$ cat src/mcf_pkg.sv
// Shared constants and types for the magnetometer correction and filter block.
package mcf_pkg;

    localparam int CFG_W       = 48;
    localparam int CFG_IDX_W   = 3;
    localparam int FIELD_W     = 16;
    localparam int SCALE_W     = 16;
    localparam int RANGE_W     = 8;
    localparam int CORR_W      = 18;
    localparam int ACC_W       = 24;
    localparam int CNT_OUT_W   = 5;
    localparam int REJ_W       = 16;
    localparam int MEAN_W      = 24;
    localparam int LEN_W       = 25;
    localparam int DIV_W       = 26;
    localparam int DREM_W      = 7;
    localparam int LEN_FRAC    = 12;

    localparam logic [SCALE_W-1:0] SCALE_MIN_Q14 = 16'd13927;
    localparam logic [SCALE_W-1:0] SCALE_MAX_Q14 = 16'd21299;
    localparam int CORR_MAX = 131071;
    localparam int CORR_MIN = -131072;
    localparam int ACC_MAX  = 8388607;
    localparam int ACC_MIN  = -8388608;
    localparam logic [MEAN_W-1:0] MEAN_MAX = 24'hFF_FFFF;
    localparam logic [REJ_W-1:0]  REJ_MAX  = 16'hFFFF;

    localparam logic [DREM_W:0] DIV_TEN     = 8'd10;
    localparam logic [DREM_W:0] DIV_HUNDRED = 8'd100;
    localparam logic [DIV_W-1:0] ROUND_TEN     = 26'd5;
    localparam logic [DIV_W-1:0] ROUND_HUNDRED = 26'd50;

    typedef enum logic [CFG_IDX_W-1:0] {
        CFG_OFFSET   = 3'd0,
        CFG_DIAG     = 3'd1,
        CFG_OFFDIAG  = 3'd2,
        CFG_SCALE    = 3'd3,
        CFG_RANGE    = 3'd4
    } cfg_index_t;

endpackage

$ cat src/mcf_if.sv
// Valid/ready channel interfaces for raw samples and corrected results.
interface mcf_in_if #(parameter int SAMPLE_BITS = 16);
    logic                          valid;
    logic                          ready;
    logic signed [SAMPLE_BITS-1:0] raw_x;
    logic signed [SAMPLE_BITS-1:0] raw_y;
    logic signed [SAMPLE_BITS-1:0] raw_z;

    modport source (output valid, output raw_x, output raw_y, output raw_z, input ready);
    modport sink   (input valid, input raw_x, input raw_y, input raw_z, output ready);
endinterface

interface mcf_out_if;
    logic                                  valid;
    logic                                  ready;
    logic                                  sample_ok;
    logic signed [mcf_pkg::CORR_W-1:0]     corr_x;
    logic signed [mcf_pkg::CORR_W-1:0]     corr_y;
    logic signed [mcf_pkg::CORR_W-1:0]     corr_z;
    logic signed [mcf_pkg::ACC_W-1:0]      sum_x;
    logic signed [mcf_pkg::ACC_W-1:0]      sum_y;
    logic signed [mcf_pkg::ACC_W-1:0]      sum_z;
    logic [mcf_pkg::CNT_OUT_W-1:0]         sum_count;
    logic [mcf_pkg::REJ_W-1:0]             reject_total;

    modport source (output valid, output sample_ok, output corr_x, output corr_y,
                    output corr_z, output sum_x, output sum_y, output sum_z,
                    output sum_count, output reject_total, input ready);
    modport sink   (input valid, input sample_ok, input corr_x, input corr_y,
                    input corr_z, input sum_x, input sum_y, input sum_z,
                    input sum_count, input reject_total, output ready);
endinterface

$ cat src/mcf_isqrt.sv
// Bit-serial integer square root, one root bit per cycle.
module mcf_isqrt #(
    parameter int OP_W = 50
) (
    input  logic                clk,
    input  logic                rst_n,
    input  logic                start,
    input  logic [OP_W-1:0]     operand,
    output logic                done,
    output logic [OP_W/2-1:0]   root
);

    localparam int RT_W  = OP_W / 2;
    localparam int CNT_W = $clog2(RT_W + 1);

    logic [OP_W-1:0]  op_reg, op_next;
    logic [RT_W:0]    rem_reg, rem_next;
    logic [RT_W-1:0]  root_reg, root_next;
    logic [CNT_W-1:0] cnt_reg, cnt_next;
    logic             busy_reg, busy_next;
    logic             done_reg, done_next;
    logic [RT_W+2:0]  shifted;
    logic [RT_W+2:0]  trial;
    logic             fits;

    assign shifted = {rem_reg, op_reg[OP_W-1 -: 2]};
    assign trial   = {1'b0, root_reg, 2'b01};
    assign fits    = shifted >= trial;

    always_comb
    begin
        op_next   = op_reg;
        rem_next  = rem_reg;
        root_next = root_reg;
        cnt_next  = cnt_reg;
        busy_next = busy_reg;
        done_next = 1'b0;
        if (start)
        begin
            op_next   = operand;
            rem_next  = '0;
            root_next = '0;
            cnt_next  = '0;
            busy_next = 1'b1;
        end
        else if (busy_reg)
        begin
            op_next   = op_reg << 2;
            rem_next  = fits ? (RT_W+1)'(shifted - trial) : (RT_W+1)'(shifted);
            root_next = {root_reg[RT_W-2:0], fits};
            cnt_next  = cnt_reg + 1'b1;
            if (cnt_reg == CNT_W'(RT_W - 1))
            begin
                busy_next = 1'b0;
                done_next = 1'b1;
            end
        end
    end

    always_ff @(posedge clk or negedge rst_n)
    begin
        if (!rst_n)
        begin
            busy_reg <= 1'b0;
            done_reg <= 1'b0;
            cnt_reg  <= '0;
        end
        else
        begin
            busy_reg <= busy_next;
            done_reg <= done_next;
            cnt_reg  <= cnt_next;
        end
    end

    always_ff @(posedge clk)
    begin
        op_reg   <= op_next;
        rem_reg  <= rem_next;
        root_reg <= root_next;
    end

    assign done = done_reg;
    assign root = root_reg;

endmodule

$ cat src/magnetometer_correct_and_filter_top.sv
// Top level: hard/soft-iron correction, field-length filter and sample accumulation.
//
// One sample at a time runs through a bit-serial shift-and-add multiplier (one
// multiplier bit per cycle), a bit-serial square root and a bit-serial constant
// divider. The scale step runs only when the scale is in range and the matrix
// always runs; the squared length, the root and the mean update run only with
// the filter on. A finished sample may wait for the output register.
// The next sample is taken while the previous result waits on the output.
module magnetometer_correct_and_filter_top #(
    parameter int MAX_SAMPLES    = 20,
    parameter int SAMPLE_BITS    = 16,
    parameter int COEF_FRAC_BITS = 14
) (
    input  logic                             clk,
    input  logic                             rst_n,
    input  logic                             cfg_we,
    input  logic [mcf_pkg::CFG_IDX_W-1:0]    cfg_index,
    input  logic [mcf_pkg::CFG_W-1:0]        cfg_wdata,
    mcf_in_if.sink                           in_ch,
    mcf_out_if.source                        out_ch
);

    localparam int F      = COEF_FRAC_BITS;
    localparam int V0W    = ((SAMPLE_BITS > 16) ? SAMPLE_BITS : 16) + 1;
    localparam int VW     = (16 - F > 0) ? V0W + 16 - F : V0W;
    localparam int CW     = (F + 2 > 16) ? F + 2 : 16;
    localparam int PW0    = VW + CW + 2;
    localparam int PW     = (PW0 > 38) ? PW0 : 38;
    localparam int MBW    = (CW + 1 > 19) ? CW + 1 : 19;
    localparam int SQW    = PW + mcf_pkg::LEN_FRAC;
    localparam int NW     = ((SQW + 1) / 2) * 2;
    localparam int STEPS  = (MBW > mcf_pkg::DIV_W) ? MBW : mcf_pkg::DIV_W;
    localparam int STEP_W = $clog2(STEPS + 1);
    localparam int CNTW   = $clog2(MAX_SAMPLES + 1);
    localparam int CRW    = mcf_pkg::CORR_W;
    localparam int AW     = mcf_pkg::ACC_W;
    localparam int LW     = mcf_pkg::LEN_W;
    localparam int MW     = mcf_pkg::MEAN_W;
    localparam int DW     = mcf_pkg::DIV_W;
    localparam int RW     = mcf_pkg::DREM_W;

    localparam logic signed [PW-1:0]  ROUND_HALF = PW'(1) <<< (F - 1);
    localparam logic signed [CW-1:0]  UNITY      = CW'(1) <<< F;
    localparam logic signed [PW-1:0]  CORR_HI    = PW'(mcf_pkg::CORR_MAX);
    localparam logic signed [PW-1:0]  CORR_LO    = PW'(mcf_pkg::CORR_MIN);
    localparam logic signed [AW:0]    ACC_HI     = (AW+1)'(mcf_pkg::ACC_MAX);
    localparam logic signed [AW:0]    ACC_LO     = (AW+1)'(mcf_pkg::ACC_MIN);

    typedef enum logic [3:0] {
        S_IDLE, S_SCL, S_SCL_WB, S_MAT, S_MAT_WB, S_SQ, S_SQRT_GO, S_SQRT,
        S_CMP, S_DIV, S_UPD, S_ACC, S_DONE
    } state_t;

    // configuration
    logic [mcf_pkg::CFG_W-1:0]    offset_reg, diag_reg, offdiag_reg;
    logic [mcf_pkg::SCALE_W-1:0]  scale_reg;
    logic [mcf_pkg::RANGE_W-1:0]  range_reg;

    state_t                       state_reg, state_next;
    logic [1:0]                   k_reg, k_next, j_reg, j_next;
    logic [STEP_W-1:0]            step_reg, step_next;
    logic signed [PW-1:0]         mac_reg, mac_next;
    logic signed [PW-1:0]         mcand_reg, mcand_next;
    logic signed [MBW-1:0]        mplier_reg, mplier_next;
    logic signed [VW-1:0]         v_reg [3];
    logic signed [VW-1:0]         v_next [3];
    logic signed [CRW-1:0]        c_reg [3];
    logic signed [CRW-1:0]        c_next [3];
    logic signed [AW-1:0]         acc_reg [3];
    logic signed [AW-1:0]         acc_next [3];
    logic [CNTW-1:0]              cnt_reg, cnt_next;
    logic [MW-1:0]                mean_reg, mean_next;
    logic [mcf_pkg::REJ_W-1:0]    rej_cnt_reg, rej_cnt_next;
    logic [LW-1:0]                len_reg, len_next;
    logic                         ok_reg, ok_next;
    logic                         rej_reg, rej_next;
    logic                         up_reg, up_next;
    logic [DW-1:0]                div_reg, div_next;
    logic [RW-1:0]                drem_reg, drem_next;

    logic                         out_valid_reg, out_valid_next;
    logic                         out_ok_reg, out_ok_next;
    logic signed [CRW-1:0]        out_c_reg [3];
    logic signed [CRW-1:0]        out_c_next [3];
    logic signed [AW-1:0]         out_s_reg [3];
    logic signed [AW-1:0]         out_s_next [3];
    logic [mcf_pkg::CNT_OUT_W-1:0] out_cnt_reg, out_cnt_next;
    logic [mcf_pkg::REJ_W-1:0]    out_rej_reg, out_rej_next;

    // datapath helpers
    logic signed [VW-1:0]         v_in [3];
    logic signed [CW-1:0]         coef [3][3];
    logic signed [CW-1:0]         diag_eff [3];
    logic signed [CW-1:0]         offd [3];
    logic                         diag_zero;
    logic                         scale_ok;
    logic signed [PW-1:0]         mul_add, mac_step, rnd_val;
    logic                         mul_last, div_last;
    logic signed [CRW-1:0]        c_sat;
    logic                         sqrt_start, sqrt_done;
    logic [NW/2-1:0]              sqrt_root;
    logic [LW-1:0]                root_len;
    logic [DW-1:0]                ml_sum, diff;
    logic [DW+7:0]                lhs, rhs;
    logic                         len_up;
    logic [RW:0]                  dshift, divisor;
    logic                         dfit;
    logic [DW:0]                  m_up, m_dn;
    logic [DW:0]                  m_upd;
    logic signed [AW:0]           acc_sum [3];
    logic signed [AW-1:0]         acc_sat [3];
    logic [CNTW-1:0]              cnt_inc;
    logic                         halve;

    assign v_in[0] = VW'(in_ch.raw_x) + VW'($signed(offset_reg[15:0]));
    assign v_in[1] = VW'(in_ch.raw_y) + VW'($signed(offset_reg[31:16]));
    assign v_in[2] = VW'(in_ch.raw_z) + VW'($signed(offset_reg[47:32]));

    assign diag_zero = (diag_reg == '0);
    assign scale_ok  = (scale_reg >= mcf_pkg::SCALE_MIN_Q14) &&
                       (scale_reg <= mcf_pkg::SCALE_MAX_Q14);

    always_comb
    begin
        for (int i = 0; i < 3; i++)
        begin
            diag_eff[i] = diag_zero ? UNITY : CW'($signed(diag_reg[16*i +: 16]));
            offd[i]     = CW'($signed(offdiag_reg[16*i +: 16]));
        end
        coef[0][0] = diag_eff[0]; coef[0][1] = offd[0];     coef[0][2] = offd[1];
        coef[1][0] = offd[0];     coef[1][1] = diag_eff[1]; coef[1][2] = offd[2];
        coef[2][0] = offd[1];     coef[2][1] = offd[2];     coef[2][2] = diag_eff[2];
    end

    assign mul_add  = mplier_reg[0] ? mcand_reg : '0;
    assign mul_last = (step_reg == STEP_W'(MBW - 1));
    assign mac_step = mul_last ? mac_reg - mul_add : mac_reg + mul_add;
    assign rnd_val  = (mac_reg + ROUND_HALF) >>> F;
    assign c_sat    = (rnd_val > CORR_HI) ? CRW'(CORR_HI) :
                      (rnd_val < CORR_LO) ? CRW'(CORR_LO) : CRW'(rnd_val);

    assign sqrt_start = (state_reg == S_SQRT_GO);
    assign root_len   = LW'(sqrt_root);

    mcf_isqrt #(
        .OP_W (NW)
    ) u_isqrt (
        .clk     (clk),
        .rst_n   (rst_n),
        .start   (sqrt_start),
        .operand (NW'({mac_reg, {mcf_pkg::LEN_FRAC{1'b0}}})),
        .done    (sqrt_done),
        .root    (sqrt_root)
    );

    assign len_up = (LW'(mean_reg) <= len_reg);
    assign ml_sum = DW'(mean_reg) + DW'(len_reg);
    assign diff   = len_up ? DW'(len_reg) - DW'(mean_reg) : DW'(mean_reg) - DW'(len_reg);
    assign lhs    = ((DW+8)'(diff) << 7) + ((DW+8)'(diff) << 6) + ((DW+8)'(diff) << 3);
    assign rhs    = (DW+8)'(range_reg) * (DW+8)'(ml_sum);

    assign divisor  = rej_reg ? mcf_pkg::DIV_HUNDRED : mcf_pkg::DIV_TEN;
    assign dshift   = {drem_reg, div_reg[DW-1]};
    assign dfit     = (dshift >= divisor);
    assign div_last = (step_reg == STEP_W'(DW - 1));

    assign m_up  = (DW+1)'(mean_reg) + (DW+1)'(div_reg);
    assign m_dn  = ((DW+1)'(div_reg) > (DW+1)'(mean_reg)) ? '0 :
                   (DW+1)'(mean_reg) - (DW+1)'(div_reg);
    assign m_upd = up_reg ? m_up : m_dn;

    assign cnt_inc = cnt_reg + 1'b1;
    assign halve   = (cnt_inc >= CNTW'(MAX_SAMPLES));

    always_comb
    begin
        for (int i = 0; i < 3; i++)
        begin
            acc_sum[i] = (AW+1)'(acc_reg[i]) + (AW+1)'(c_reg[i]);
            acc_sat[i] = (acc_sum[i] > ACC_HI) ? AW'(ACC_HI) :
                         (acc_sum[i] < ACC_LO) ? AW'(ACC_LO) : AW'(acc_sum[i]);
        end
    end

    always_comb
    begin
        state_next   = state_reg;
        k_next       = k_reg;
        j_next       = j_reg;
        step_next    = step_reg;
        mac_next     = mac_reg;
        mcand_next   = mcand_reg;
        mplier_next  = mplier_reg;
        v_next       = v_reg;
        c_next       = c_reg;
        acc_next     = acc_reg;
        cnt_next     = cnt_reg;
        mean_next    = mean_reg;
        rej_cnt_next = rej_cnt_reg;
        len_next     = len_reg;
        ok_next      = ok_reg;
        rej_next     = rej_reg;
        up_next      = up_reg;
        div_next     = div_reg;
        drem_next    = drem_reg;
        out_valid_next = out_valid_reg && !out_ch.ready;
        out_ok_next  = out_ok_reg;
        out_c_next   = out_c_reg;
        out_s_next   = out_s_reg;
        out_cnt_next = out_cnt_reg;
        out_rej_next = out_rej_reg;

        case (state_reg)
            S_IDLE:
            begin
                if (in_ch.valid)
                begin
                    v_next     = v_in;
                    k_next     = 2'd0;
                    j_next     = 2'd0;
                    step_next  = '0;
                    mac_next   = '0;
                    mcand_next = PW'(v_in[0]);
                    if (scale_ok)
                    begin
                        mplier_next = MBW'(scale_reg);
                        state_next  = S_SCL;
                    end
                    else
                    begin
                        mplier_next = MBW'(coef[0][0]);
                        state_next  = S_MAT;
                    end
                end
            end
            S_SCL, S_MAT, S_SQ:
            begin
                mac_next    = mac_step;
                mcand_next  = mcand_reg <<< 1;
                mplier_next = mplier_reg >>> 1;
                step_next   = step_reg + 1'b1;
                if (mul_last)
                begin
                    step_next = '0;
                    if (state_reg == S_SCL)
                        state_next = S_SCL_WB;
                    else if (state_reg == S_MAT)
                    begin
                        if (j_reg == 2'd2)
                            state_next = S_MAT_WB;
                        else
                        begin
                            j_next      = j_reg + 2'd1;
                            mcand_next  = PW'(v_reg[j_reg + 2'd1]);
                            mplier_next = MBW'(coef[k_reg][j_reg + 2'd1]);
                        end
                    end
                    else
                    begin
                        if (k_reg == 2'd2)
                            state_next = S_SQRT_GO;
                        else
                        begin
                            k_next      = k_reg + 2'd1;
                            mcand_next  = PW'(c_reg[k_reg + 2'd1]);
                            mplier_next = MBW'(c_reg[k_reg + 2'd1]);
                        end
                    end
                end
            end
            S_SCL_WB:
            begin
                v_next[k_reg] = VW'(rnd_val);
                mac_next      = '0;
                step_next     = '0;
                if (k_reg == 2'd2)
                begin
                    k_next      = 2'd0;
                    j_next      = 2'd0;
                    mcand_next  = PW'(v_reg[0]);
                    mplier_next = MBW'(coef[0][0]);
                    state_next  = S_MAT;
                end
                else
                begin
                    k_next      = k_reg + 2'd1;
                    mcand_next  = PW'(v_reg[k_reg + 2'd1]);
                    mplier_next = MBW'(scale_reg);
                    state_next  = S_SCL;
                end
            end
            S_MAT_WB:
            begin
                c_next[k_reg] = c_sat;
                mac_next      = '0;
                step_next     = '0;
                if (k_reg == 2'd2)
                begin
                    k_next = 2'd0;
                    if (range_reg == '0)
                    begin
                        ok_next    = 1'b1;
                        state_next = S_ACC;
                    end
                    else
                    begin
                        mcand_next  = PW'(c_reg[0]);
                        mplier_next = MBW'(c_reg[0]);
                        state_next  = S_SQ;
                    end
                end
                else
                begin
                    k_next      = k_reg + 2'd1;
                    j_next      = 2'd0;
                    mcand_next  = PW'(v_reg[0]);
                    mplier_next = MBW'(coef[k_reg + 2'd1][0]);
                    state_next  = S_MAT;
                end
            end
            S_SQRT_GO:
            begin
                state_next = S_SQRT;
            end
            S_SQRT:
            begin
                if (sqrt_done)
                begin
                    len_next = root_len;
                    if (mean_reg == '0)
                    begin
                        mean_next  = (root_len > LW'(mcf_pkg::MEAN_MAX)) ?
                                     mcf_pkg::MEAN_MAX : MW'(root_len);
                        ok_next    = 1'b1;
                        state_next = S_ACC;
                    end
                    else
                        state_next = S_CMP;
                end
            end
            S_CMP:
            begin
                rej_next   = (lhs > rhs);
                up_next    = len_up;
                div_next   = (lhs > rhs) ? ml_sum + mcf_pkg::ROUND_HUNDRED :
                                           diff + mcf_pkg::ROUND_TEN;
                drem_next  = '0;
                step_next  = '0;
                state_next = S_DIV;
            end
            S_DIV:
            begin
                drem_next = dfit ? RW'(dshift - divisor) : RW'(dshift);
                div_next  = {div_reg[DW-2:0], dfit};
                step_next = step_reg + 1'b1;
                if (div_last)
                    state_next = S_UPD;
            end
            S_UPD:
            begin
                mean_next = (m_upd > (DW+1)'(mcf_pkg::MEAN_MAX)) ?
                            mcf_pkg::MEAN_MAX : MW'(m_upd);
                if (rej_reg)
                begin
                    if (rej_cnt_reg != mcf_pkg::REJ_MAX)
                        rej_cnt_next = rej_cnt_reg + 1'b1;
                    ok_next    = 1'b0;
                    state_next = S_DONE;
                end
                else
                begin
                    ok_next    = 1'b1;
                    state_next = S_ACC;
                end
            end
            S_ACC:
            begin
                for (int i = 0; i < 3; i++)
                    acc_next[i] = halve ? (acc_sat[i] >>> 1) : acc_sat[i];
                cnt_next   = halve ? (cnt_inc >> 1) : cnt_inc;
                state_next = S_DONE;
            end
            S_DONE:
            begin
                if (!out_valid_reg || out_ch.ready)
                begin
                    out_valid_next = 1'b1;
                    out_ok_next    = ok_reg;
                    out_c_next     = c_reg;
                    out_s_next     = acc_reg;
                    out_cnt_next   = mcf_pkg::CNT_OUT_W'(cnt_reg);
                    out_rej_next   = rej_cnt_reg;
                    state_next     = S_IDLE;
                end
            end
            default:
            begin
                state_next = S_IDLE;
            end
        endcase
    end

    always_ff @(posedge clk or negedge rst_n)
    begin
        if (!rst_n)
        begin
            state_reg     <= S_IDLE;
            k_reg         <= '0;
            j_reg         <= '0;
            step_reg      <= '0;
            acc_reg[0]    <= '0;
            acc_reg[1]    <= '0;
            acc_reg[2]    <= '0;
            cnt_reg       <= '0;
            mean_reg      <= '0;
            rej_cnt_reg   <= '0;
            ok_reg        <= 1'b0;
            rej_reg       <= 1'b0;
            up_reg        <= 1'b0;
            out_valid_reg <= 1'b0;
            offset_reg    <= '0;
            diag_reg      <= '0;
            offdiag_reg   <= '0;
            scale_reg     <= '0;
            range_reg     <= '0;
        end
        else
        begin
            state_reg     <= state_next;
            k_reg         <= k_next;
            j_reg         <= j_next;
            step_reg      <= step_next;
            acc_reg       <= acc_next;
            cnt_reg       <= cnt_next;
            mean_reg      <= mean_next;
            rej_cnt_reg   <= rej_cnt_next;
            ok_reg        <= ok_next;
            rej_reg       <= rej_next;
            up_reg        <= up_next;
            out_valid_reg <= out_valid_next;
            if (cfg_we)
            begin
                case (cfg_index)
                    mcf_pkg::CFG_OFFSET:  offset_reg  <= cfg_wdata;
                    mcf_pkg::CFG_DIAG:    diag_reg    <= cfg_wdata;
                    mcf_pkg::CFG_OFFDIAG: offdiag_reg <= cfg_wdata;
                    mcf_pkg::CFG_SCALE:   scale_reg   <= cfg_wdata[mcf_pkg::SCALE_W-1:0];
                    mcf_pkg::CFG_RANGE:   range_reg   <= cfg_wdata[mcf_pkg::RANGE_W-1:0];
                    default:              ;
                endcase
            end
        end
    end

    always_ff @(posedge clk)
    begin
        mac_reg     <= mac_next;
        mcand_reg   <= mcand_next;
        mplier_reg  <= mplier_next;
        v_reg       <= v_next;
        c_reg       <= c_next;
        len_reg     <= len_next;
        div_reg     <= div_next;
        drem_reg    <= drem_next;
        out_ok_reg  <= out_ok_next;
        out_c_reg   <= out_c_next;
        out_s_reg   <= out_s_next;
        out_cnt_reg <= out_cnt_next;
        out_rej_reg <= out_rej_next;
    end

    assign in_ch.ready         = (state_reg == S_IDLE);
    assign out_ch.valid        = out_valid_reg;
    assign out_ch.sample_ok    = out_ok_reg;
    assign out_ch.corr_x       = out_c_reg[0];
    assign out_ch.corr_y       = out_c_reg[1];
    assign out_ch.corr_z       = out_c_reg[2];
    assign out_ch.sum_x        = out_s_reg[0];
    assign out_ch.sum_y        = out_s_reg[1];
    assign out_ch.sum_z        = out_s_reg[2];
    assign out_ch.sum_count    = out_cnt_reg;
    assign out_ch.reject_total = out_rej_reg;

    a_cnt_below_max: assert property (@(posedge clk) disable iff (!rst_n)
        cnt_reg < CNTW'(MAX_SAMPLES))
        else $error("sample count reached the halving limit");

    a_filter_off_ok: assert property (@(posedge clk) disable iff (!rst_n)
        (state_reg == S_DONE && range_reg == '0) |-> ok_reg)
        else $error("sample rejected with the filter disabled");

    a_rej_monotonic: assert property (@(posedge clk) disable iff (!rst_n)
        rej_cnt_reg >= $past(rej_cnt_reg))
        else $error("reject count decreased");

    a_sqrt_in_wait: assert property (@(posedge clk) disable iff (!rst_n)
        sqrt_done |-> state_reg == S_SQRT)
        else $error("square root finished outside its wait state");

endmodule
$ cat src/flat_wrapper.sv
// flat-port wrapper written by rule: the top's interface ports become plain ports
module magnetometer_correct_and_filter_top_flat 
#(
    parameter int MAX_SAMPLES    = 20,
    parameter int SAMPLE_BITS    = 16,
    parameter int COEF_FRAC_BITS = 14
)
  (clk, rst_n, cfg_we, cfg_index, cfg_wdata, in_ch_valid, in_ch_raw_x, in_ch_raw_y, in_ch_raw_z, in_ch_ready, out_ch_valid, out_ch_sample_ok, out_ch_corr_x, out_ch_corr_y, out_ch_corr_z, out_ch_sum_x, out_ch_sum_y, out_ch_sum_z, out_ch_sum_count, out_ch_reject_total, out_ch_ready);
  mcf_in_if #(.SAMPLE_BITS(SAMPLE_BITS)) in_ch_i ();
  mcf_out_if out_ch_i ();
  input  logic clk;
  input  logic rst_n;
  input  logic cfg_we;
  input  logic [mcf_pkg::CFG_IDX_W-1:0] cfg_index;
  input  logic [mcf_pkg::CFG_W-1:0] cfg_wdata;
  input wire logic [$bits(in_ch_i.valid)-1:0] in_ch_valid;
  input wire logic [$bits(in_ch_i.raw_x)-1:0] in_ch_raw_x;
  input wire logic [$bits(in_ch_i.raw_y)-1:0] in_ch_raw_y;
  input wire logic [$bits(in_ch_i.raw_z)-1:0] in_ch_raw_z;
  output wire logic [$bits(in_ch_i.ready)-1:0] in_ch_ready;
  output wire logic [$bits(out_ch_i.valid)-1:0] out_ch_valid;
  output wire logic [$bits(out_ch_i.sample_ok)-1:0] out_ch_sample_ok;
  output wire logic [$bits(out_ch_i.corr_x)-1:0] out_ch_corr_x;
  output wire logic [$bits(out_ch_i.corr_y)-1:0] out_ch_corr_y;
  output wire logic [$bits(out_ch_i.corr_z)-1:0] out_ch_corr_z;
  output wire logic [$bits(out_ch_i.sum_x)-1:0] out_ch_sum_x;
  output wire logic [$bits(out_ch_i.sum_y)-1:0] out_ch_sum_y;
  output wire logic [$bits(out_ch_i.sum_z)-1:0] out_ch_sum_z;
  output wire logic [$bits(out_ch_i.sum_count)-1:0] out_ch_sum_count;
  output wire logic [$bits(out_ch_i.reject_total)-1:0] out_ch_reject_total;
  input wire logic [$bits(out_ch_i.ready)-1:0] out_ch_ready;
  assign in_ch_i.valid = in_ch_valid;
  assign in_ch_i.raw_x = in_ch_raw_x;
  assign in_ch_i.raw_y = in_ch_raw_y;
  assign in_ch_i.raw_z = in_ch_raw_z;
  assign in_ch_ready = in_ch_i.ready;
  assign out_ch_valid = out_ch_i.valid;
  assign out_ch_sample_ok = out_ch_i.sample_ok;
  assign out_ch_corr_x = out_ch_i.corr_x;
  assign out_ch_corr_y = out_ch_i.corr_y;
  assign out_ch_corr_z = out_ch_i.corr_z;
  assign out_ch_sum_x = out_ch_i.sum_x;
  assign out_ch_sum_y = out_ch_i.sum_y;
  assign out_ch_sum_z = out_ch_i.sum_z;
  assign out_ch_sum_count = out_ch_i.sum_count;
  assign out_ch_reject_total = out_ch_i.reject_total;
  assign out_ch_i.ready = out_ch_ready;
  magnetometer_correct_and_filter_top #(.MAX_SAMPLES(MAX_SAMPLES), .SAMPLE_BITS(SAMPLE_BITS), .COEF_FRAC_BITS(COEF_FRAC_BITS)) u_core (.clk(clk), .rst_n(rst_n), .cfg_we(cfg_we), .cfg_index(cfg_index), .cfg_wdata(cfg_wdata), .in_ch(in_ch_i), .out_ch(out_ch_i));
endmodule
$ cat config.mk
export PLATFORM = sky130hd
export DESIGN_NAME = magnetometer_correct_and_filter_top_flat
export DESIGN_NICKNAME = d
export VERILOG_FILES = /design/src/mcf_pkg.sv /design/src/mcf_if.sv /design/src/mcf_isqrt.sv /design/src/magnetometer_correct_and_filter_top.sv /design/src/flat_wrapper.sv
export SDC_FILE = /design/constraint.sdc
export NUM_CORES = 2
export LEC_CHECK = 0
export BUFFER_PORTS_ARGS = -buffer_cell sky130_fd_sc_hd__buf_2
export CORE_ASPECT_RATIO = 0.5
export CORE_MARGIN = 2
export CORE_UTILIZATION = 55
export CTS_CLUSTER_DIAMETER = 80
export DETAILED_ROUTE_END_ITERATION = 10
export PLACE_DENSITY = 0.72
export SLEW_MARGIN = 15
export SYNTH_ARGS = -nofsm -noshare
export SYNTH_HDL_FRONTEND = slang
export SYNTH_SLANG_ARGS = --single-unit
export TNS_END_PERCENT = 50
$ cat constraint.sdc
create_clock -name clk -period 12.7 [get_ports clk]
set_input_delay 0.635 -clock clk [delete_from_list [all_inputs] [get_ports clk]]
set_output_delay 0.635 -clock clk [all_outputs]
set_load 0.005 [all_outputs]
Word-level counts from Yosys, hierarchy flattened
Cells that the tools add are included.

cells by class
  add/subtract/negate cells = 26
  multipliers = 1
  order comparisons = 22
  equality and inequality tests = 42
  muxes and demuxes = 131
  bitwise logic cells = 3
  reductions and logical operators = 40

operators with widths
  cell                    number
  $mux W38                12
  $mux W19                15
  $mux W24                10
  $bmux W48 S2            2
  $mux W48                4
  $pmux W38 S4            1
  $pmux W38 S3            1
  $pmux W57 S2            1
  $gt A25 B24 Y1 const B  4
  $mux W50                2
  $mux W18                5
  $mux W16                5
  $mux W26                3
  $bmux W19 S2            2
  $pmux W19 S4            1
  $add A24 B18 Y25        3
  $lt A25 B24 Y1 const B  3
  $mux W23                3
  $bwmux W57              1
  $mux W57                1
  $bwmux W54              1
  $mux W27                2
  $pmux W26 S2            1
  $add A16 B16 Y17        3
  other kinds (84)        179

storage, ports and cells
  bits in registers = 810
  input port bits = 104
  output and inout port bits = 150
  logic and storage cells = 312

Depth between registers and ports, before layout
  depth after elaboration = 13
  mapped depth = 44
  depth with buffers taken out = 41

Modules after synthesis
Synthesis repeated with hierarchy kept, for this count alone.

second synthesis, totals
  cells, all modules = 6723
  area, all modules = 63926.3 µm²

by module, submodules not included
  module                               times used  cells an instance  area each (µm²)  seq. area each (µm²)
  magnetometer_correct_and_filter_top  1           6180               58187.1          19929.1
  mcf_isqrt                            1           543                5739.3           2697.6

Worst setup path before layout
No wires, ideal clock.

  kind = register to register
  start = register u_core.mean_reg[1]
  end = register u_core.div_reg[17] (data pin)
  setup time = 0.265 ns
  arrival time = 8.515 ns
  required time = 12.435 ns
  setup slack = 3.920 ns
  cell stages (with the launch flop) = 40
  buffers on the path = 2
  clock period less this slack = 8.780 ns
  cell sequence = dfrtp_1 -> inv_1 -> fa_1 -> o21bai_1 -> o2111ai_1 -> nand2_1 -> xnor2_1 -> clkbuf_1 -> nor2b_1 -> fa_1 -> fa_1 -> inv_1 -> fa_1 -> inv_1 -> fa_1 -> ha_1 -> and3_1 -> a221oi_1 -> (+4 left out) -> a21oi_1 -> a21boi_1 -> o21ai_0 -> nand2b_1 -> a21oi_1 -> xor2_1 -> ha_1 -> a41oi_1 -> o21ai_0 -> a21oi_1 -> nor2b_1 -> o21ai_0 -> nand2b_1 -> a221oi_1 -> a21oi_1 -> clkbuf_1 -> nor4_1 -> nor3_1

between the ends
  longest elaborated chain between the ends = 7
  elaborated cells between the ends (all ways) = 13
  those cells by class = 7 x add/sub; 1 x mul; 2 x order compare; 3 x mux

RTL lines
  element                                         line                                        text
  start: declaration                              magnetometer_correct_and_filter_top.sv:72   logic [MW-1:0] mean_reg, mean_next;
  start signal: assignment                        magnetometer_correct_and_filter_top.sv:435  mean_reg <= mean_next;
  $sub A24 B25 Y26, or another cell as far along  magnetometer_correct_and_filter_top.sv:158  assign diff = len_up ? DW'(len_reg) - DW'(mean_reg) : DW'(mean_reg) - DW'(len_reg);
  $mux W26                                        magnetometer_correct_and_filter_top.sv:158
  $add A33 B32 Y34                                magnetometer_correct_and_filter_top.sv:159  assign lhs = ((DW+8)'(diff) << 7) + ((DW+8)'(diff) << 6) + ((DW+8)'(diff) << 3);
  $add A34 B29 Y34                                magnetometer_correct_and_filter_top.sv:159
  $gt A34 B34 Y1                                  magnetometer_correct_and_filter_top.sv:345  div_next = (lhs > rhs) ? ml_sum + mcf_pkg::ROUND_HUNDRED :
  $mux W26 *                                      magnetometer_correct_and_filter_top.sv:345
  $pmux W26 S2 *                                  magnetometer_correct_and_filter_top.sv:213  case (state_reg)
  named net u_core.div_next[17]                   magnetometer_correct_and_filter_top.sv:78   logic [DW-1:0] div_reg, div_next;
  end signal: assignment                          magnetometer_correct_and_filter_top.sv:463  div_reg <= div_next;
  end: declaration                                magnetometer_correct_and_filter_top.sv:78

The timed path passes the listed nets; every way through them passes the cells marked *.
A chain may end at the register's enable or synchronous reset.

Final worst setup path
  start = register u_core.mean_reg[1]
  end = register u_core.div_reg[4] (data pin)

Same word-level chain as after synthesis.

==> metrics <==
endpoint of the worst register-to-register path u_core.div_reg[4]; area leader, netlist edfxtp_1; initial antenna violation count 12; number of cells on the critical path 35; RSZ-0062 raised after global routing no; Pre-Repair DR Iteration Count 6; Post-Route WL 198,000 um; crit path time final 10.89 ns; Crit Path Max Fanout 23; I/O Pins 254; Worst EP required 13.10 ns; Slew @ Worst Pin 1.20 ns; root buffer cell clkbuf_16; via/cell ratio 6.27; number of synthesized flops with an enable pin 450; Unique masters post-synth 108; die area 116,000 um^2; Detailed Route Iter0 Violations 5,499; TNS Setup 0 ns; Worst Skew 0.0461 ns; vias in the first global route 50,196; cell family with most CP delay compound AO/OA/AOI/OAI gates; post-cts gate resize count 0; Worst Setup EP u_core.div_reg[4]; worst reg2reg path startpoint u_core.mean_reg[1]; vias after detailed routing 52,155; Final Cell Area 67,800 um^2; Seq/Total Area, Yosys 35.8%; #FFs+latches synth 810; Slew Limit Fails 0; max-cap viol count 0; layout cells sized above 1 11.3%; final hold viol count 0; Layout area overhead 8.93%; Post-Syn Area 62,200 um^2; H-tree depth 3; Tcrit/Tclk final 85.7%; most frequent cell after synthesis nand2_1; max_slew headroom 19.2%; Slowest cell on crit path xnor2_1; Post-Syn Nets 7,388; Routed WL per cell 23.9 um; crit end category flip-flop; startpoint types flip-flop; critical path startpoint u_core.mean_reg[1]; Site Rows 87; gr ovfl total 0; clk slew on worst S/H paths 0.07 ns; Initial Utilization 55.3%; TritonCTS buffer count 79; Mapped Cells 6,640; first-pass GRT wire length 301,000 um; status completed; clk sinks 810; top cells by count, synth nand2_1 (593), a21oi_1 (561), nor2_1 (553); ys flop type edfxtp_1; maximum buffer depth of the clock tree 3; Nets 7,478; GPL Wtd Cong 0.985; CTS tree done; synth top area cells edfxtp_1 (22%), dfrtp_1 (12%), ha_1 (9.3%), fa_1 (5.8%), a21oi_1 (4.5%); max reg flops 72; Crit Path Category flip-flop to flip-flop; Arr. time, crit path 11.28 ns; post-placement cell area 64,900 um^2; GR Util All Layers 33.4%; Post-synth ARST share 38.1%; port bufs 253; top cell type's share of synthesized area 21.7%; path depth of the worst reg2reg path 35; post-CTS setup buffer count 0; pin count of the biggest net entering global routing 151; ANT nets after route 0; Syn Area/Cell 9.37 um^2; Ys Warns 0; core area 112,000 um^2; worst hold path class input port to flip-flop; drc violations 0; Max Fclk 91.9 MHz; die height 242 um; DPL Wire Length 149,000 um; # hold bufs at CTS 1; worst path bufs/invs 4; Worst-Skew Late Latency 0.71 ns; slowest stage delay, CP 0.92 ns; Die Wd 480 um; R2R Setup Slk 1.81 ns; Critical Path Most Common Cell fa_1; Setup-failing EPs final 0
[stage by stage]
step / std cells / setup WS [ns] / hold slack [ns] / utilization, %
floorplan: 6640 / 3.92 / 0.339 / -
global placement: 8161 / 2.32 / 0.450 / 57.7
detailed placement: 8161 / 1.95 / 0.470 / 57.7
CTS: 8310 / 1.90 / 0.168 / 60.3
global route: 8312 / 0.917 / 0.184 / 60.3
finish: 8313 / 1.81 / 0.196 / 60.3
[routing by layer]
| layer | vias to the layer above | track usage [%] | routed length (um) |
|---|---|---|---|
| li1 | 23936 | - | - |
| met1 | 25399 | 45.3 | 82200 |
| met2 | 2335 | 51.1 | 87600 |
| met3 | 483 | 6.65 | 17100 |
| met4 | 2 | 16.7 | 11400 |
| met5 | - | 0 | 13 |
[worst reg2reg max path: cells and delay by family, from the launching register on]
kind,cells,cell delay [ns]
AO/OA/AOI/OAI,16,4.09
XOR/XNOR,2,1.04
adder cells (fa/ha/maj),7,3.28
buffers and inverters,4,0.74
flip-flops,1,0.56
AND/OR/NAND/NOR,6,0.89
[kinds of logic (layout without fill, tap and decap cells)]
group                    count (synthesis)  after routing  synth area share [%]
AO/OA/AOI/OAI                         1775           1775                  18.0
XOR/XNOR                               341            341                  4.85
adder cells (fa/ha/maj)                680            680                  15.7
buffers and inverters                  747            904                  4.60
flip-flops                             810            810                  35.8
multiplexers                           391            391                  6.73
other                                    0              3                     0
AND/OR/NAND/NOR                       1896           1896                  14.3
[how the worst min path moves through the flow]
stage	slack, ns	endpoint	cells after the start	startpoint
after floorplan	0.34	u_core.acc_reg[0]	0	rst_n
after global placement	0.45	u_core.len_reg[24]	0	u_core.u_isqrt.root[24]
after detailed placement	0.47	u_core.out_ch.sum_z[20]	0	u_core.acc_reg[20]
after CTS	0.17	u_core.offset_reg[16]	2	cfg_wdata[16]
after global routing	0.18	u_core.offset_reg[16]	2	cfg_wdata[16]
final	0.20	u_core.offset_reg[16]	2	cfg_wdata[16]
[layout make-up]
cell class                      count  area, um^2
Fill cell                        9526       44700
Tap cell                         1513        1890
Sequential cell                   810       22300
Multi-Input combinational cell   5083       37300
Antenna cell                        3        7.51
Timing Repair Buffer              335        1910
Clock inverter                     51         714
Inverter                          421        1580
Clock buffer                       97        2140
[placed cells by master, fill, tap and decap left out, types with 51 or more instances in the layout]
cell type and n:
a21o_1 113, xor2_1 119, dfrtp_1 306, nand2_1 591, ha_1 461, nor2_1 544, and2_1 83, nor2b_1 189
a21oi_1 558, xnor2_1 218, o21ai_0 412, buf_4 80, fa_1 180, buf_2 252, nand3_1 104, mux2_2 213
inv_1 417, clkbuf_16 82, mux2i_1 177, a221oi_1 79, nor3_1 69, edfxtp_1 450, nand2b_1 85, dfxtp_1 51
o22ai_1 94
Power is left out: the tool's default activity adds up to more than one toggle a clock period on the data nets, which glitch-free logic cannot reach.
